## config.mk

```make
export PLATFORM = sky130hd
export DESIGN_NAME = crc_checked_frame_decoder_core
export DESIGN_NICKNAME = d
export VERILOG_FILES = /design/src/rtl/cfd_pkg.sv /design/src/rtl/cfd_out_skid.sv /design/src/rtl/crc_checked_frame_decoder_core.sv
export SDC_FILE = /design/constraint.sdc
export NUM_CORES = 1
export LEC_CHECK = 0
export BUFFER_PORTS_ARGS = -buffer_cell sky130_fd_sc_hd__buf_2
export CORE_MARGIN = 3
export CORE_UTILIZATION = 62
export DETAILED_ROUTE_END_ITERATION = 8
export PLACE_DENSITY = 0.88
export RECOVER_POWER = 50
export SYNTH_ARGS = -nofsm -noshare
export SYNTH_HDL_FRONTEND = slang
export SYNTH_SLANG_ARGS = --single-unit
```

## constraint.sdc

```tcl
create_clock -name clk -period 5.7 [get_ports clk]
set_input_delay 0 -clock clk [delete_from_list [all_inputs] [get_ports clk]]
set_output_delay 0 -clock clk [all_outputs]
set_load 0.005 [all_outputs]
```

## src/rtl/cfd_pkg.sv

```systemverilog
// types, codes and the crc byte update shared by the frame decoder modules
package cfd_pkg;

	localparam logic [15:0] CRC_POLY = 16'h1021;
	localparam logic [15:0] CRC_INIT = 16'hFFFF;
	localparam logic [15:0] CRC_TOP = 16'h8000;
	localparam logic [7:0] OP_LOW_MASK = 8'h7F;
	localparam logic [7:0] RESPONSE_BIT = 8'h80;

	localparam logic [1:0] REG_START_OF_FRAME = 2'd0;
	localparam logic [1:0] REG_ERROR_OPCODE = 2'd1;
	localparam logic [1:0] REG_EVENT_OPCODE = 2'd2;

	localparam logic [2:0] STATUS_OK = 3'd0;
	localparam logic [2:0] STATUS_SHORT = 3'd1;
	localparam logic [2:0] STATUS_BAD_SOF = 3'd2;
	localparam logic [2:0] STATUS_SIZE = 3'd3;
	localparam logic [2:0] STATUS_CRC = 3'd4;
	localparam logic [2:0] STATUS_ERR_LEN = 3'd5;
	localparam logic [2:0] STATUS_EMPTY_EVENT = 3'd6;
	localparam logic [2:0] STATUS_NO_RESP_BIT = 3'd7;

	localparam logic [1:0] FTYPE_RESPONSE = 2'd0;
	localparam logic [1:0] FTYPE_EVENT = 2'd1;
	localparam logic [1:0] FTYPE_ERROR = 2'd2;

	localparam logic KIND_PAYLOAD = 1'b0;
	localparam logic KIND_VERDICT = 1'b1;

	typedef struct packed {
		logic        result_kind;
		logic [7:0]  payload_byte;
		logic [2:0]  status;
		logic [1:0]  frame_type;
		logic [7:0]  frame_seq;
		logic [7:0]  req_op;
		logic [7:0]  evt_code;
		logic [7:0]  error_seq;
		logic [7:0]  err_code;
		logic [15:0] payload_length;
	} result_t;

	function automatic logic [15:0] crc16_byte(input logic [15:0] crc_in, input logic [7:0] b);
		logic [15:0] c;
		c = crc_in ^ {b, 8'h00};
		for (int i = 0; i < 8; i++) begin
			if ((c & CRC_TOP) != 16'h0000) begin
				c = {c[14:0], 1'b0} ^ CRC_POLY;
			end else begin
				c = {c[14:0], 1'b0};
			end
		end
		return c;
	endfunction

endpackage

```

## src/rtl/cfd_out_skid.sv

```systemverilog
// output register with skid stage for decoder results
module cfd_out_skid
	import cfd_pkg::*;
(
	input  logic    clk,
	input  logic    arst_n,
	input  logic    push,
	input  result_t push_data,
	output logic    full,
	output logic    out_valid,
	input  logic    out_stall,
	output result_t out_data
);

	logic    out_valid_q;
	logic    skid_valid_q;
	result_t out_data_q;
	result_t skid_data_q;
	logic    take;

	assign take = out_valid_q & ~out_stall;
	assign full = skid_valid_q;
	assign out_valid = out_valid_q;
	assign out_data = out_data_q;

	always_ff @(posedge clk or negedge arst_n) begin
		if (!arst_n) begin
			out_valid_q <= 1'b0;
			skid_valid_q <= 1'b0;
		end else if (skid_valid_q) begin
			if (take) begin
				out_valid_q <= 1'b1;
				skid_valid_q <= 1'b0;
			end
		end else if (!out_valid_q || take) begin
			out_valid_q <= push;
		end else if (push) begin
			skid_valid_q <= 1'b1;
		end
	end

	always_ff @(posedge clk) begin
		if (skid_valid_q) begin
			if (take) begin
				out_data_q <= skid_data_q;
			end
		end else if (!out_valid_q || take) begin
			out_data_q <= push_data;
		end else begin
			skid_data_q <= push_data;
		end
	end

endmodule

```

## src/rtl/crc_checked_frame_decoder_core.sv

```systemverilog
// top level of the crc checked frame decoder
// Decodes SOF / length framed packets protected by CRC-16/CCITT-FALSE, one byte per
// transaction on the input channel; the byte with last high ends the frame. One byte
// is taken every clock cycle: the header capture, the unrolled 8-bit CRC update and
// the verdict checks all settle in the single cycle in which the byte is accepted,
// and the result goes to an output register backed by a one-entry skid stage, so the
// input only stalls while both of those hold results the consumer has not taken.
// Payload bytes and the end-of-frame verdict pass the output register, or the skid
// stage first when the consumer stalls. Event code and error-frame fields are held
// back and reported in the verdict. Configuration writes are meant for idle periods.
module crc_checked_frame_decoder_core
	import cfd_pkg::*;
(
	input  logic        clk,
	input  logic        arst_n,
	input  logic        cfg_we,
	input  logic [1:0]  cfg_index,
	input  logic [7:0]  cfg_data,
	input  logic        in_valid,
	output logic        in_stall,
	input  logic [7:0]  data,
	input  logic        last,
	output logic        out_valid,
	input  logic        out_stall,
	output logic        result_kind,
	output logic [7:0]  payload_byte,
	output logic [2:0]  status,
	output logic [1:0]  frame_type,
	output logic [7:0]  frame_seq,
	output logic [7:0]  req_op,
	output logic [7:0]  evt_code,
	output logic [7:0]  error_seq,
	output logic [7:0]  err_code,
	output logic [15:0] payload_length
);

	localparam logic [16:0] COUNT_MAX = '1;

	logic [7:0]  sof_cfg_q;
	logic [7:0]  err_op_cfg_q;
	logic [7:0]  evt_op_cfg_q;

	logic [16:0] byte_count_q;
	logic [15:0] crc_q;
	logic [7:0]  held_q;
	logic [7:0]  seq_q;
	logic [7:0]  op_q;
	logic [15:0] len_q;
	logic        sof_ok_q;
	logic [7:0]  cap_q [3];

	logic        accept;
	logic [16:0] p;
	logic [7:0]  seq_n;
	logic [7:0]  op_n;
	logic [15:0] len_n;
	logic        sof_n;
	logic        is_err;
	logic        is_evt;
	logic [16:0] crc_limit;
	logic [15:0] crc_n;
	logic        in_payload;
	logic [16:0] idx;
	logic        emit;
	logic [7:0]  cap_n [3];
	logic [16:0] size;
	logic [15:0] got_crc;
	logic [2:0]  status_n;
	logic        skid_full;
	logic        push;
	result_t     res;
	result_t     out_res;

	assign accept = in_valid & ~in_stall;
	assign in_stall = skid_full;
	assign p = byte_count_q;

	always_ff @(posedge clk or negedge arst_n) begin
		if (!arst_n) begin
			sof_cfg_q <= 8'h00;
			err_op_cfg_q <= 8'h00;
			evt_op_cfg_q <= 8'h00;
		end else if (cfg_we) begin
			case (cfg_index)
				REG_START_OF_FRAME: sof_cfg_q <= cfg_data;
				REG_ERROR_OPCODE:   err_op_cfg_q <= cfg_data;
				REG_EVENT_OPCODE:   evt_op_cfg_q <= cfg_data;
				default: ;
			endcase
		end
	end

	always_comb begin
		seq_n = (p == 17'd1) ? data : seq_q;
		op_n = (p == 17'd2) ? data : op_q;
		sof_n = (p == 17'd0) ? (data == sof_cfg_q) : sof_ok_q;
		if (p == 17'd3) begin
			len_n = {data, 8'h00};
		end else if (p == 17'd4) begin
			len_n = {len_q[15:8], data};
		end else begin
			len_n = len_q;
		end

		is_err = (op_q == err_op_cfg_q);
		is_evt = !is_err && (op_q == evt_op_cfg_q);

		crc_limit = 17'd5 + {1'b0, len_n};
		crc_n = (p < crc_limit) ? crc16_byte(crc_q, data) : crc_q;

		idx = p - 17'd5;
		in_payload = (p >= 17'd5) && (idx < {1'b0, len_n});
		cap_n = cap_q;
		emit = 1'b0;
		if (in_payload) begin
			if (is_err && idx < 17'd3) begin
				cap_n[idx[1:0]] = data;
			end else if (is_evt && idx == 17'd0) begin
				cap_n[0] = data;
			end else begin
				emit = 1'b1;
			end
		end

		size = (p != COUNT_MAX) ? p + 17'd1 : COUNT_MAX;
		got_crc = {held_q, data};
		if (size < 17'd7) begin
			status_n = STATUS_SHORT;
		end else if (!sof_n) begin
			status_n = STATUS_BAD_SOF;
		end else if (size != 17'd7 + {1'b0, len_n}) begin
			status_n = STATUS_SIZE;
		end else if (crc_n != got_crc) begin
			status_n = STATUS_CRC;
		end else if (is_err && len_n != 16'd3) begin
			status_n = STATUS_ERR_LEN;
		end else if (is_evt && len_n == 16'd0) begin
			status_n = STATUS_EMPTY_EVENT;
		end else if (!is_err && !is_evt && (op_n & RESPONSE_BIT) == 8'h00) begin
			status_n = STATUS_NO_RESP_BIT;
		end else begin
			status_n = STATUS_OK;
		end

		res = '0;
		if (last) begin
			res.result_kind = KIND_VERDICT;
			res.status = status_n;
			res.frame_seq = seq_n;
			res.payload_length = len_n;
			if (is_err) begin
				res.frame_type = FTYPE_ERROR;
				res.req_op = cap_n[1];
				res.error_seq = cap_n[0];
				res.err_code = cap_n[2];
			end else if (is_evt) begin
				res.frame_type = FTYPE_EVENT;
				res.evt_code = cap_n[0];
			end else begin
				res.frame_type = FTYPE_RESPONSE;
				res.req_op = op_n & OP_LOW_MASK;
			end
		end else begin
			res.result_kind = KIND_PAYLOAD;
			res.payload_byte = data;
		end
	end

	assign push = accept & (last | emit);

	always_ff @(posedge clk or negedge arst_n) begin
		if (!arst_n) begin
			byte_count_q <= '0;
			crc_q <= CRC_INIT;
			held_q <= 8'h00;
			seq_q <= 8'h00;
			op_q <= 8'h00;
			len_q <= 16'h0000;
			sof_ok_q <= 1'b0;
			cap_q <= '{default: 8'h00};
		end else if (accept) begin
			if (last) begin
				byte_count_q <= '0;
				crc_q <= CRC_INIT;
				held_q <= 8'h00;
				seq_q <= 8'h00;
				op_q <= 8'h00;
				len_q <= 16'h0000;
				sof_ok_q <= 1'b0;
				cap_q <= '{default: 8'h00};
			end else begin
				if (byte_count_q != COUNT_MAX) begin
					byte_count_q <= byte_count_q + 17'd1;
				end
				crc_q <= crc_n;
				held_q <= data;
				seq_q <= seq_n;
				op_q <= op_n;
				len_q <= len_n;
				sof_ok_q <= sof_n;
				cap_q <= cap_n;
			end
		end
	end

	cfd_out_skid u_out_skid (
		.clk       (clk),
		.arst_n    (arst_n),
		.push      (push),
		.push_data (res),
		.full      (skid_full),
		.out_valid (out_valid),
		.out_stall (out_stall),
		.out_data  (out_res)
	);

	assign result_kind = out_res.result_kind;
	assign payload_byte = out_res.payload_byte;
	assign status = out_res.status;
	assign frame_type = out_res.frame_type;
	assign frame_seq = out_res.frame_seq;
	assign req_op = out_res.req_op;
	assign evt_code = out_res.evt_code;
	assign error_seq = out_res.error_seq;
	assign err_code = out_res.err_code;
	assign payload_length = out_res.payload_length;

endmodule
```

## Word-level counts from Yosys, hierarchy flattened

Cells that the tools add are included.

| storage, ports and cells | value |
|---|---|
| flip-flop bits (word level) | 264 |
| input port bits | 24 |

| cells by class | value |
|---|---|
| add/sub/neg operators | 4 |
| order comparisons | 7 |
| equal/unequal tests | 14 |
| mux-type cells | 60 |
| bitwise gates (word level) | 17 |
| reductions and logical operators | 26 |

Operators with widths:

| cell | number |
|---|---|
| $mux W70 | 3 |
| $mux W13 | 8 |
| $mux W16 | 6 |
| $mux W8 | 12 |
| $mux W61 | 1 |
| $mux W17 | 3 |
| $mux W24 | 2 |
| $add A3 B16 Y17 const A | 2 |
| $eq A17 B2 Y1 const B | 2 |
| $logic_not A17 Y1 | 2 |
| $bwmux W24 | 1 |
| $eq A8 B8 Y1 | 3 |
| $not A3 Y3 | 8 |
| $mux W3 | 7 |
| $add A17 B1 Y17 const B | 1 |
| $eq A17 B1 Y1 const B | 1 |
| $eq A17 B3 Y1 const B | 1 |
| $ge A17 B3 Y1 const B | 1 |
| $lt A17 B16 Y1 | 1 |
| $lt A17 B17 Y1 | 1 |
| $lt A17 B2 Y1 const B | 1 |
| $lt A17 B3 Y1 const B | 1 |
| $ne A17 B17 Y1 | 1 |
| $ne A17 B17 Y1 const B | 1 |
| other kinds (25) | 58 |

## Logic depth before layout (Yosys ltp)

Gate-level depths: netlist of the first run.

| depth | value |
|---|---|
| depth in word-level cells | 26 |
| gate-level depth with buffers | 25 |
| mapped depth without buffers | 23 |

## Modules after synthesis

Synthesis of the first run repeated with hierarchy kept, for this count alone.

| second synthesis, totals | value |
|---|---|
| cells, all modules | 1420 |
| area total of the unflattened synthesis | 15339.7 um^2 |

Modules (own cells, without submodules):

| module | instances | cells an instance | area each (um^2) |
|---|---|---|---|
| crc_checked_frame_decoder_core | 1 | 1191 | 10024.6 |
| cfd_out_skid | 1 | 229 | 5315.1 |

## Worst setup path before layout of the first run

Ideal clock, no wire load.

| path | value |
|---|---|
| path kind | register to register |
| from | reg byte_count_q[8] |
| to | reg u_out_skid.out_data_q (netlist bit u_out_skid.out_data[60]) (data pin) |
| setup time | 0.255 ns |
| arrival time | 4.842 ns |
| required time | 5.445 ns |
| path slack | 0.603 ns |
| cell stages (with the launch flop) | 22 |
| path through | dfrtp_1 -> buf_4 -> nor4_1 -> nand4_2 -> nor3_4 -> clkbuf_1 -> a21oi_1 -> ha_1 -> nor2_1 -> nor2_1 -> o21ai_0 -> xnor2_1 -> ha_1 -> a21o_1 -> a21o_1 -> a221o_1 -> a311oi_2 -> o2111a_1 -> nor2_1 -> nor3_1 -> nor2_1 -> a31o_1 |

| between the ends | value |
|---|---|
| word-level cells in the longest chain between the ends | 14 |
| elaborated cells on any way between the ends | 34 |
| those cells by class | add/sub: 3; order compare: 2; eq/ne: 7; mux: 16; reduce/logical: 6 |

RTL lines:

| element | line | text |
|---|---|---|
| start, declared | crc_checked_frame_decoder_core.sv:43 | `logic [16:0] byte_count_q;` |
| start signal, assigned | crc_checked_frame_decoder_core.sv:193 | `byte_count_q <= byte_count_q + 17'd1;` |
| $eq A17 B3 Y1 / $eq A17 B2 Y1 (equally long branches) | crc_checked_frame_decoder_core.sv:99, crc_checked_frame_decoder_core.sv:95 |  |
| $mux W8 (on tied branches) | crc_checked_frame_decoder_core.sv:99, crc_checked_frame_decoder_core.sv:95 |  |
| $mux W16 / $logic_not A8 Y1 (equally long branches) | crc_checked_frame_decoder_core.sv:97, crc_checked_frame_decoder_core.sv:139 |  |
| $add A3 B16 Y17 (tied with other cells) | crc_checked_frame_decoder_core.sv:108 | `crc_limit = 17'd5 + {1'b0, len_n};` |
| $lt A17 B17 Y1 (tied with other cells) | crc_checked_frame_decoder_core.sv:109 | `crc_n = (p < crc_limit) ? crc16_byte(crc_q, data) : crc_q;` |
| $mux W16 / $mux W3 (equally long branches) | crc_checked_frame_decoder_core.sv:109, crc_checked_frame_decoder_core.sv:137 |  |
| $ne A16 B16 Y1 / $mux W3 (equally long branches) | crc_checked_frame_decoder_core.sv:133, crc_checked_frame_decoder_core.sv:135 |  |
| $mux W3 | crc_checked_frame_decoder_core.sv:133 | `end else if (crc_n != got_crc) begin` |
| $mux W3 | crc_checked_frame_decoder_core.sv:131 | `end else if (size != 17'd7 + {1'b0, len_n}) begin` |
| $mux W3 | crc_checked_frame_decoder_core.sv:129 | `end else if (!sof_n) begin` |
| $mux W3 (*) | crc_checked_frame_decoder_core.sv:127 | `if (size < 17'd7) begin` |
| $mux W61 (*) | crc_checked_frame_decoder_core.sv:146 | `if (last) begin` |
| $mux W70 (*) | cfd_out_skid.sv:47 | `end else if (!out_valid_q \|\| take) begin` |
| $mux W70 (*) | cfd_out_skid.sv:43 | `if (skid_valid_q) begin` |
| end signal, assigned | cfd_out_skid.sv:45 | `out_data_q <= skid_data_q;` |
| end signal, assigned | cfd_out_skid.sv:48 | `out_data_q <= push_data;` |
| end, declared | cfd_out_skid.sv:17 | `result_t out_data_q;` |

Every way passes the cells marked *; elsewhere a longest branch is shown, timed or not. The select of a mux whose other input is x is not followed.
A chain may end at the register's enable or synchronous reset.

## Final worst setup path of the first run

| path | value |
|---|---|
| from | reg byte_count_q[16] |
| to | reg crc_q[8] |

| between the ends | value |
|---|---|
| word-level cells in the longest chain between the ends | 7 |
| elaborated cells on any way between the ends | 8 |
| those cells by class | add/sub: 1; order compare: 1; eq/ne: 2; mux: 4 |

RTL lines:

| element | line | text |
|---|---|---|
| $eq A17 B3 Y1 | crc_checked_frame_decoder_core.sv:99 | `end else if (p == 17'd4) begin` |
| $mux W8 | crc_checked_frame_decoder_core.sv:99 |  |
| $mux W16 | crc_checked_frame_decoder_core.sv:97 | `if (p == 17'd3) begin` |
| $add A3 B16 Y17 | crc_checked_frame_decoder_core.sv:108 |  |
| $lt A17 B17 Y1 (*) | crc_checked_frame_decoder_core.sv:109 |  |
| $mux W16 (*) | crc_checked_frame_decoder_core.sv:109 |  |
| $mux W16 (*) | crc_checked_frame_decoder_core.sv:182 | `if (last) begin` |
| end signal, assigned | crc_checked_frame_decoder_core.sv:195 | `crc_q <= crc_n;` |
| end, declared | crc_checked_frame_decoder_core.sv:44 | `logic [15:0] crc_q;` |

Every way passes the cells marked *; elsewhere a longest branch is shown, timed or not.

==> results of run 1 <==
==> through the flow <==
| stage | util (%) | total power [W] | worst slack [ns] | hold WS [ns] | instances |
|---|---|---|---|---|---|
| floorplan | - | 0.00355 | 0.603 | -0.296 | 1500 |
| global placement | 66.6 | 0.00392 | 0.392 | -0.0521 | 1862 |
| detailed placement | 66.6 | 0.00399 | 0.370 | -0.0466 | 1862 |
| CTS | 71.0 | 0.00578 | 0.348 | 0.0588 | 1930 |
| global route | 70.7 | 0.00606 | 0.000314 | 0.0773 | 1930 |
| finish | 70.7 | 0.00584 | 0.282 | 0.0989 | 1930 |
==> cells by family after synthesis <==
logic type / Yosys count
muxes: 101
and+or+nand+nor: 488
xor gates and xnor gates: 143
DFF: 264
adders and majority gates: 42
AOI/OAI and AO/OA: 323
buffers and inverters: 139
==> critical path: cells and delay by family (launching register included) <==
family	cells	cell delay [ns]
AO/OA/AOI/OAI	9	2.13
XOR/XNOR	1	0.16
adder cells (fa/ha/maj)	2	0.60
buffers and inverters	1	0.34
flip-flops	1	0.51
AND/OR/NAND/NOR	5	1.59
==> routing by layer <==
metal	global-route usage (%)	wire, um	up-vias
met4	12.2	1840	0
met1	46.2	17500	6171
met5	0	0	-
li1	-	-	5628
met2	53.1	20700	917
met3	5.83	5170	151
==> cell usage after synthesis (27+ instances only) <==
library cell	number	area share (%)
nand2_1	159	3.9
ha_1	42	3.4
nand3_1	33	1.1
a21oi_1	40	1.3
xnor2_1	84	4.8
mux2_2	58	4.2
nor2_1	105	2.6
o21ai_0	97	3.1
mux2i_1	42	2.7
dfrtp_1	108	17
o31ai_1	27	1.3
clkbuf_1	73	1.8
xor2_1	58	3.3
a21o_1	28	1.4
inv_1	32	0.78
nor3_1	31	1.0
edfxtp_1	140	27
==> flip-flops by register name, indices dropped and copies added, names as in the netlist <==
| register | cells |
|---|---|
| sof_ok_q | 1 |
| byte_count_q | 17 |
| u_out_skid.out_data | 70 |
| sof_cfg_q | 8 |
| held_q | 8 |
| cap_q | 24 |
| u_out_skid.out_valid | 1 |
| evt_op_cfg_q | 8 |
| u_out_skid.full | 1 |
| len_q | 16 |
| crc_q | 16 |
| seq_q | 8 |
| err_op_cfg_q | 8 |
| u_out_skid.skid_data_q | 70 |
| op_q | 8 |
==> final cells by class <==
| cell class | instances | area share, % |
|---|---|---|
| multi-input cells | 1097 | 43.8 |
| inverters | 33 | 0.719 |
| repair buffers | 162 | 5.48 |
| well taps | 324 | 2.35 |
| clock buffers | 34 | 4.19 |
| clock inverters | 16 | 0.951 |
| flip-flops and latches | 264 | 42.5 |
==> report_power, final <==
group / internal, W / switching [W] / leakage [nW] / total (W)
sequential: 0.00235 / 0.000248 / 3.02 / 0.00260
combinational: 0.000606 / 0.000832 / 3.40 / 0.00144
clock: 0.00100 / 0.000805 / 0.420 / 0.00181
total: 0.00396 / 0.00189 / 6.84 / 0.00584
==> what timing repair did <==
item	4_1_cts	5_1_grt
resized for setup	0	3
buffers inserted	0	0
hold buffers	18	0
endpoints found under the hold margin	91	0
endpoints found under the setup margin	0	12
==> final timing paths <==
kind,from,endpoint,slack [ns],depth (start not counted)
setup / recovery,byte_count_q[16],crc_q[8],0.28,18
hold / removal,data[1],op_q[1],0.1,3
setup reg to reg,byte_count_q[16],crc_q[8],0.28,18
hold reg to reg,cap_q[22],cap_q[22],0.49,2
max in group asynchronous,arst_n,sof_cfg_q[7],1.98,4
min in group asynchronous,arst_n,byte_count_q[12],1.24,4
==> out/summary.txt, run 1 <==
GRT Residual Overflow: 0
Core Box Area: 24400 um2
CP dominant cell by count: o21ai_0
Commonest non-fill, non-tap cell in the layout: nand2_1
Final hold vios: 0
Register area: 7330 um2
Cells after synthesis: 1500
Netlist Area Pre-Place: 15400 um2
Peak VDD IR: 0.000284 V
Total Nets Final: 1651
Final HPWL DP: 30200 um
Simple-gate share of the synthesized area: 15.8%
Ports: 96
Post-route cell area: 17200 um2
Distinct cells, synth: 79
Fill count: 1706
Max transition margin: -157%
Die Ht: 164 um
Clock latency on the worst-skew pair: 0.56 ns
Kind of end point of the critical path: flop
Critical Path Fanout Max: 25
WL per Instance: 23.4 um
CTS tree: done
Multiplexer share of the synthesized area: 7.04%
Worst-path cell chain: nor3_1 > o21ai_0 > o21ai_0 > nand2_1 > ha_1 > nor2_1 > nor2_1 > o21ai_0 > xnor2_1 > ha_1 > a21o_1 > a21o_1 > a221o_1 > a311oi_2 > buf_4 > and2_1 > a21oi_1 > o22a_1
Worst path arrival time: 5.89 ns
Syn_area_per_cell: 10.3 um2
N_diodes: 0
Largest net degree at the start of global routing: 94
Register area share after synthesis: 47.4%
WS Path Type: reg -> reg
Least-Margin Pin Slew: 3.86 ns
CTS root buffer: clkbuf_16
Fmax achieved: 185 MHz
Final max-slew violation count: 283
CP max stage delay: 0.55 ns
Commonest non-fill, non-tap cells in the layout: nand2_1 (158), edfxtp_1 (140), dfrtp_1 (107), nor2_1 (105), o21ai_0 (97)
Initial Utilization: 63.3%
Initial antenna violation count: 0
Via count: 12900
Total GRT Usage: 33.3%
Largest family of logic cells by synthesized area: simple AND/OR/NAND/NOR gates
Worst hold path class: in -> reg
P&R area growth vs syn: 11.6%
Die area: 26800 um2
FF+latch count, synth: 264
Post-synth EDFFs: 140
Final setup vio count: 0
PortBufs: 95
Area of placed instances: 16300 um2
YS warnings: 0
Gp weighted congestion: 1.03
Failing checks: capacitance limit, slew limit
Drc violations: 0
RSZ-0062 raised after global routing: false
Crit start category: flop
Share of cells above drive strength 1: 13.8%
Max Cap Viol: 6
Clock slew seen by the registers of the worst setup and hold paths: 0.07 ns
Clk_skew: 0.0164 ns
Post-synthesis compound-gate area fraction: 14.2%
Number of global-route vias before repair: 12400
Avg Vias per Cell: 6.67
First-pass GRT wire length: 69900 um
Initial DRT Pass Iterations: 6
Setup TNS after final layout: 0 ns
Crit share post-route: 95.1%
Synth Area in Adders: 3.40%
FFs w/ async S/R, synth: 47.0%
Main synth FF type: edfxtp_1
Detail Route Antenna Nets: 0
P per Cell Area: 339 nW/um2
Minimum clock period: 5.42 ns
Row Count: 57
H-tree levels: 1
Max Buffers Root-to-Sink: 3
WL final: 45200 um
Outcome: finished, violations left
Syn nets: 1566
Clock Sinks: 264
Crit-path slowest cell: nor3_1
Leak: 6.84 nW
Synth Area in XOR/XNOR: 8.23%
Initial DRC count: 2041
CP required: 6.18 ns
Die X: 164 um
TritonCTS buffer count: 27
Multi-input logic area: 7550 um2
(Power assumes the default switching activity.)
==> run 2, diff against run 1 <==
--- a/config.mk
+++ b/config.mk
@@ -10,2 +10,3 @@
 export CORE_UTILIZATION = 62
+export CTS_BUF_LIST = sky130_fd_sc_hd__clkbuf_4 sky130_fd_sc_hd__clkbuf_8 sky130_fd_sc_hd__clkbuf_16
 export DETAILED_ROUTE_END_ITERATION = 8
--- a/constraint.sdc
+++ b/constraint.sdc
@@ -3,2 +3,2 @@
 set_output_delay 0 -clock clk [all_outputs]
-set_load 0.005 [all_outputs]
+set_load 0.02 [all_outputs]
==> run 2 against run 1 <==
  * The flow still finishes with violations (capacitance limit, slew limit)
  * Clock power is essentially flat
  * Sequential share of layout area is essentially flat
  * Critical endpoint unchanged
  * Highest routed layer unchanged
  * Clock skew shrank 0.0013 ns
  * Critical path type unchanged
  * Die area is the same
  * Non-clock buffer count shrank 1
  * Cell area is essentially flat
  * Critical path depth grew 1
==> out/summary.txt, run 2 (synthesis gave the netlist of run 1 again) <==
Die Ht: 164 um (unchanged)
RSZ-0062 raised after global routing: false
Core Box Area: 24400 um2 (unchanged)
P per Cell Area: 345 nW/um2 (+1.9%)
Worst R2R Path Depth: 19 (+1)
Design Power: 0.00595 W (+1.8%)
Minimum clock period: 5.36 ns (-0.0573 ns)
Failing checks: capacitance limit, slew limit
Final HPWL DP: 30200 um (unchanged)
Critical Path Fanout Max: 25 (unchanged)
Share of cells above drive strength 1: 12.9% (-0.93 points)
R2r endpoint: crc_q[8]
N_diodes: 0 (unchanged)
Worst path arrival time: 5.82 ns (-0.07 ns)
H-tree levels: 1 (unchanged)
Worst hold path class: in -> reg
Worst Hold End: sof_cfg_q[6]
Max transition margin: -155% (+2.2 points)
Final hold vios: 0 (unchanged)
Multi-input logic area: 7560 um2 (+0.13%)
Drc violations: 0 (unchanged)
Kind of end point of the critical path: flop
Max Buffers Root-to-Sink: 3 (unchanged)
Initial antenna violation count: 0 (unchanged)
Clock Sinks: 264 (unchanged)
Ports: 96 (unchanged)
CTS tree: done
P&R area growth vs syn: 11.5% (about the same)
Commonest non-fill, non-tap cells in the layout: nand2_1 (158), edfxtp_1 (140), dfrtp_1 (107), nor2_1 (105), o21ai_0 (97)
Die X: 164 um (unchanged)
Crit share post-route: 94.0% (-1.0 points)
Crit start category: flop
Final setup vio count: 0 (unchanged)
CP required: 6.16 ns (-0.02 ns)
WL per Instance: 23.5 um (+0.40%)
WS Path Type: reg -> reg
Largest net degree at the start of global routing: 94 (unchanged)
R2R Setup Slk: 0.34 ns (+0.06 ns)
Row Count: 57 (unchanged)
Number of global-route vias before repair: 12300 (-0.44%)
Initial DRT Pass Iterations: 6 (unchanged)
Clk_skew: 0.0150 ns (-0.00135 ns)
Hold Path Depth: 3 (unchanged)
Clock slew seen by the registers of the worst setup and hold paths: 0.06 ns (about the same)
GRT Residual Overflow: 0 (unchanged)
WL final: 45300 um (+0.35%)
Fill count: 1710 (+0.23%)
PortBufs: 95 (unchanged)
Max Cap Viol: 8 (+2)
Total GRT Usage: 33.3% (about the same)
Commonest non-fill, non-tap cell in the layout: nand2_1
Leak: 6.79 nW (-0.80%)
Avg Vias per Cell: 6.69 (+0.33%)
Peak VDD IR: 0.000285 V (+0.64%)
Die area: 26800 um2 (unchanged)
Initial DRC count: 1994 (-2.3%)
Outcome: finished, violations left
TritonCTS buffer count: 27 (unchanged)
Final max-slew violation count: 438 (+55%)
Detail Route Antenna Nets: 0 (unchanged)
Register area: 7330 um2 (unchanged)
Gp weighted congestion: 1.03 (unchanged)
Clock latency on the worst-skew pair: 0.56 ns (about the same)
Reg-to-Reg Start: byte_count_q[1]
Setup TNS after final layout: 0 ns (unchanged)
Worst hold start: cfg_we
Total Nets Final: 1650 (-0.061%)
First-pass GRT wire length: 69700 um (-0.19%)
Least-Margin Pin Slew: 3.83 ns (-0.0337 ns)
Via count: 12900 (+0.28%)
Fmax achieved: 187 MHz (+1.1%)
Initial Utilization: 63.3% (unchanged)
CTS root buffer: clkbuf_16
-- run 2: cell count changes in the layout (fill, tap and decap cells not counted), moves of 2 or more --
cell	before	now
buf_2	39	20
buf_4	44	42
clkbuf_1	65	81
clkbuf_4	0	5
-- run 2: metrics by stage --
stage,cell area (um2),instances,hold slack [ns],util (%),setup WS (ns)
after floorplan,15400,1500,-0.296,-,0.603
after global placement,16300,1862,-0.0521,66.6,0.392
after detailed placement,16300,1862,-0.0466,66.6,0.370
after CTS,17300,1929,0.0430,71.1,0.345
after global routing,17200,1929,0.0596,70.6,0.0446
final,17200,1929,0.0617,70.6,0.339
-- run 2: layout make-up --
type	count	area share (%)
multi-input cells	1097	43.9
flip-flops and latches	264	42.5
repair buffers	161	5.25
clock buffers	34	4.30
well taps	324	2.35
clock inverters	16	0.951
inverters	33	0.719
-- run 2: worst max path at each step --
| stage | start | to | slack, ns | depth (start not counted) |
|---|---|---|---|---|
| after global routing | byte_count_q[1] | crc_q[8] | 0.04 | 20 |
| after detailed placement | byte_count_q[1] | crc_q[8] | 0.37 | 19 |
| after CTS | byte_count_q[8] | crc_q[8] | 0.34 | 19 |
| final | byte_count_q[1] | crc_q[8] | 0.34 | 19 |
| after floorplan | byte_count_q[8] | u_out_skid.out_data[60] | 0.60 | 21 |
| after global placement | byte_count_q[8] | crc_q[4] | 0.39 | 19 |
-- run 2: repair_timing --
action	4_1_cts	5_1_grt
hold endpoints to repair	91	0
setup buffers	0	0
endpoints found under the setup margin	0	12
resized for setup	0	5
hold buffers	17	0
-- run 2: critical path, stage by stage, from the launching register on --
cell and delay, ns:
dfrtp_1 0.51, ha_2 0.36, nor2b_1 0.28, o21ai_0 0.14
o21ai_0 0.30, nand2_1 0.27, ha_1 0.33, nor2_1 0.29
nor2_1 0.13, o21ai_0 0.15, xnor2_1 0.16, ha_1 0.27
a21o_1 0.16, a21o_1 0.17, a221o_1 0.35, a311oi_2 0.39
buf_4 0.34, and2_1 0.34, a21oi_1 0.13, o22a_1 0.20
-- run 2: routing by layer --
metal / track usage, % / part of all wire, % / routed length, um
met1: 46.0 / 39 / 17500
met2: 53.5 / 46 / 20800
met3: 5.95 / 11 / 5170
met4: 11.4 / 4.0 / 1810
met5: 0 / 0 / 0
-- run 2: power by group --
part	internal, W	total (W)	switching, W
Combinational	0.000603	0.00152	0.000919
Clock	0.00103	0.00183	0.000808
Sequential	0.00235	0.00260	0.000248
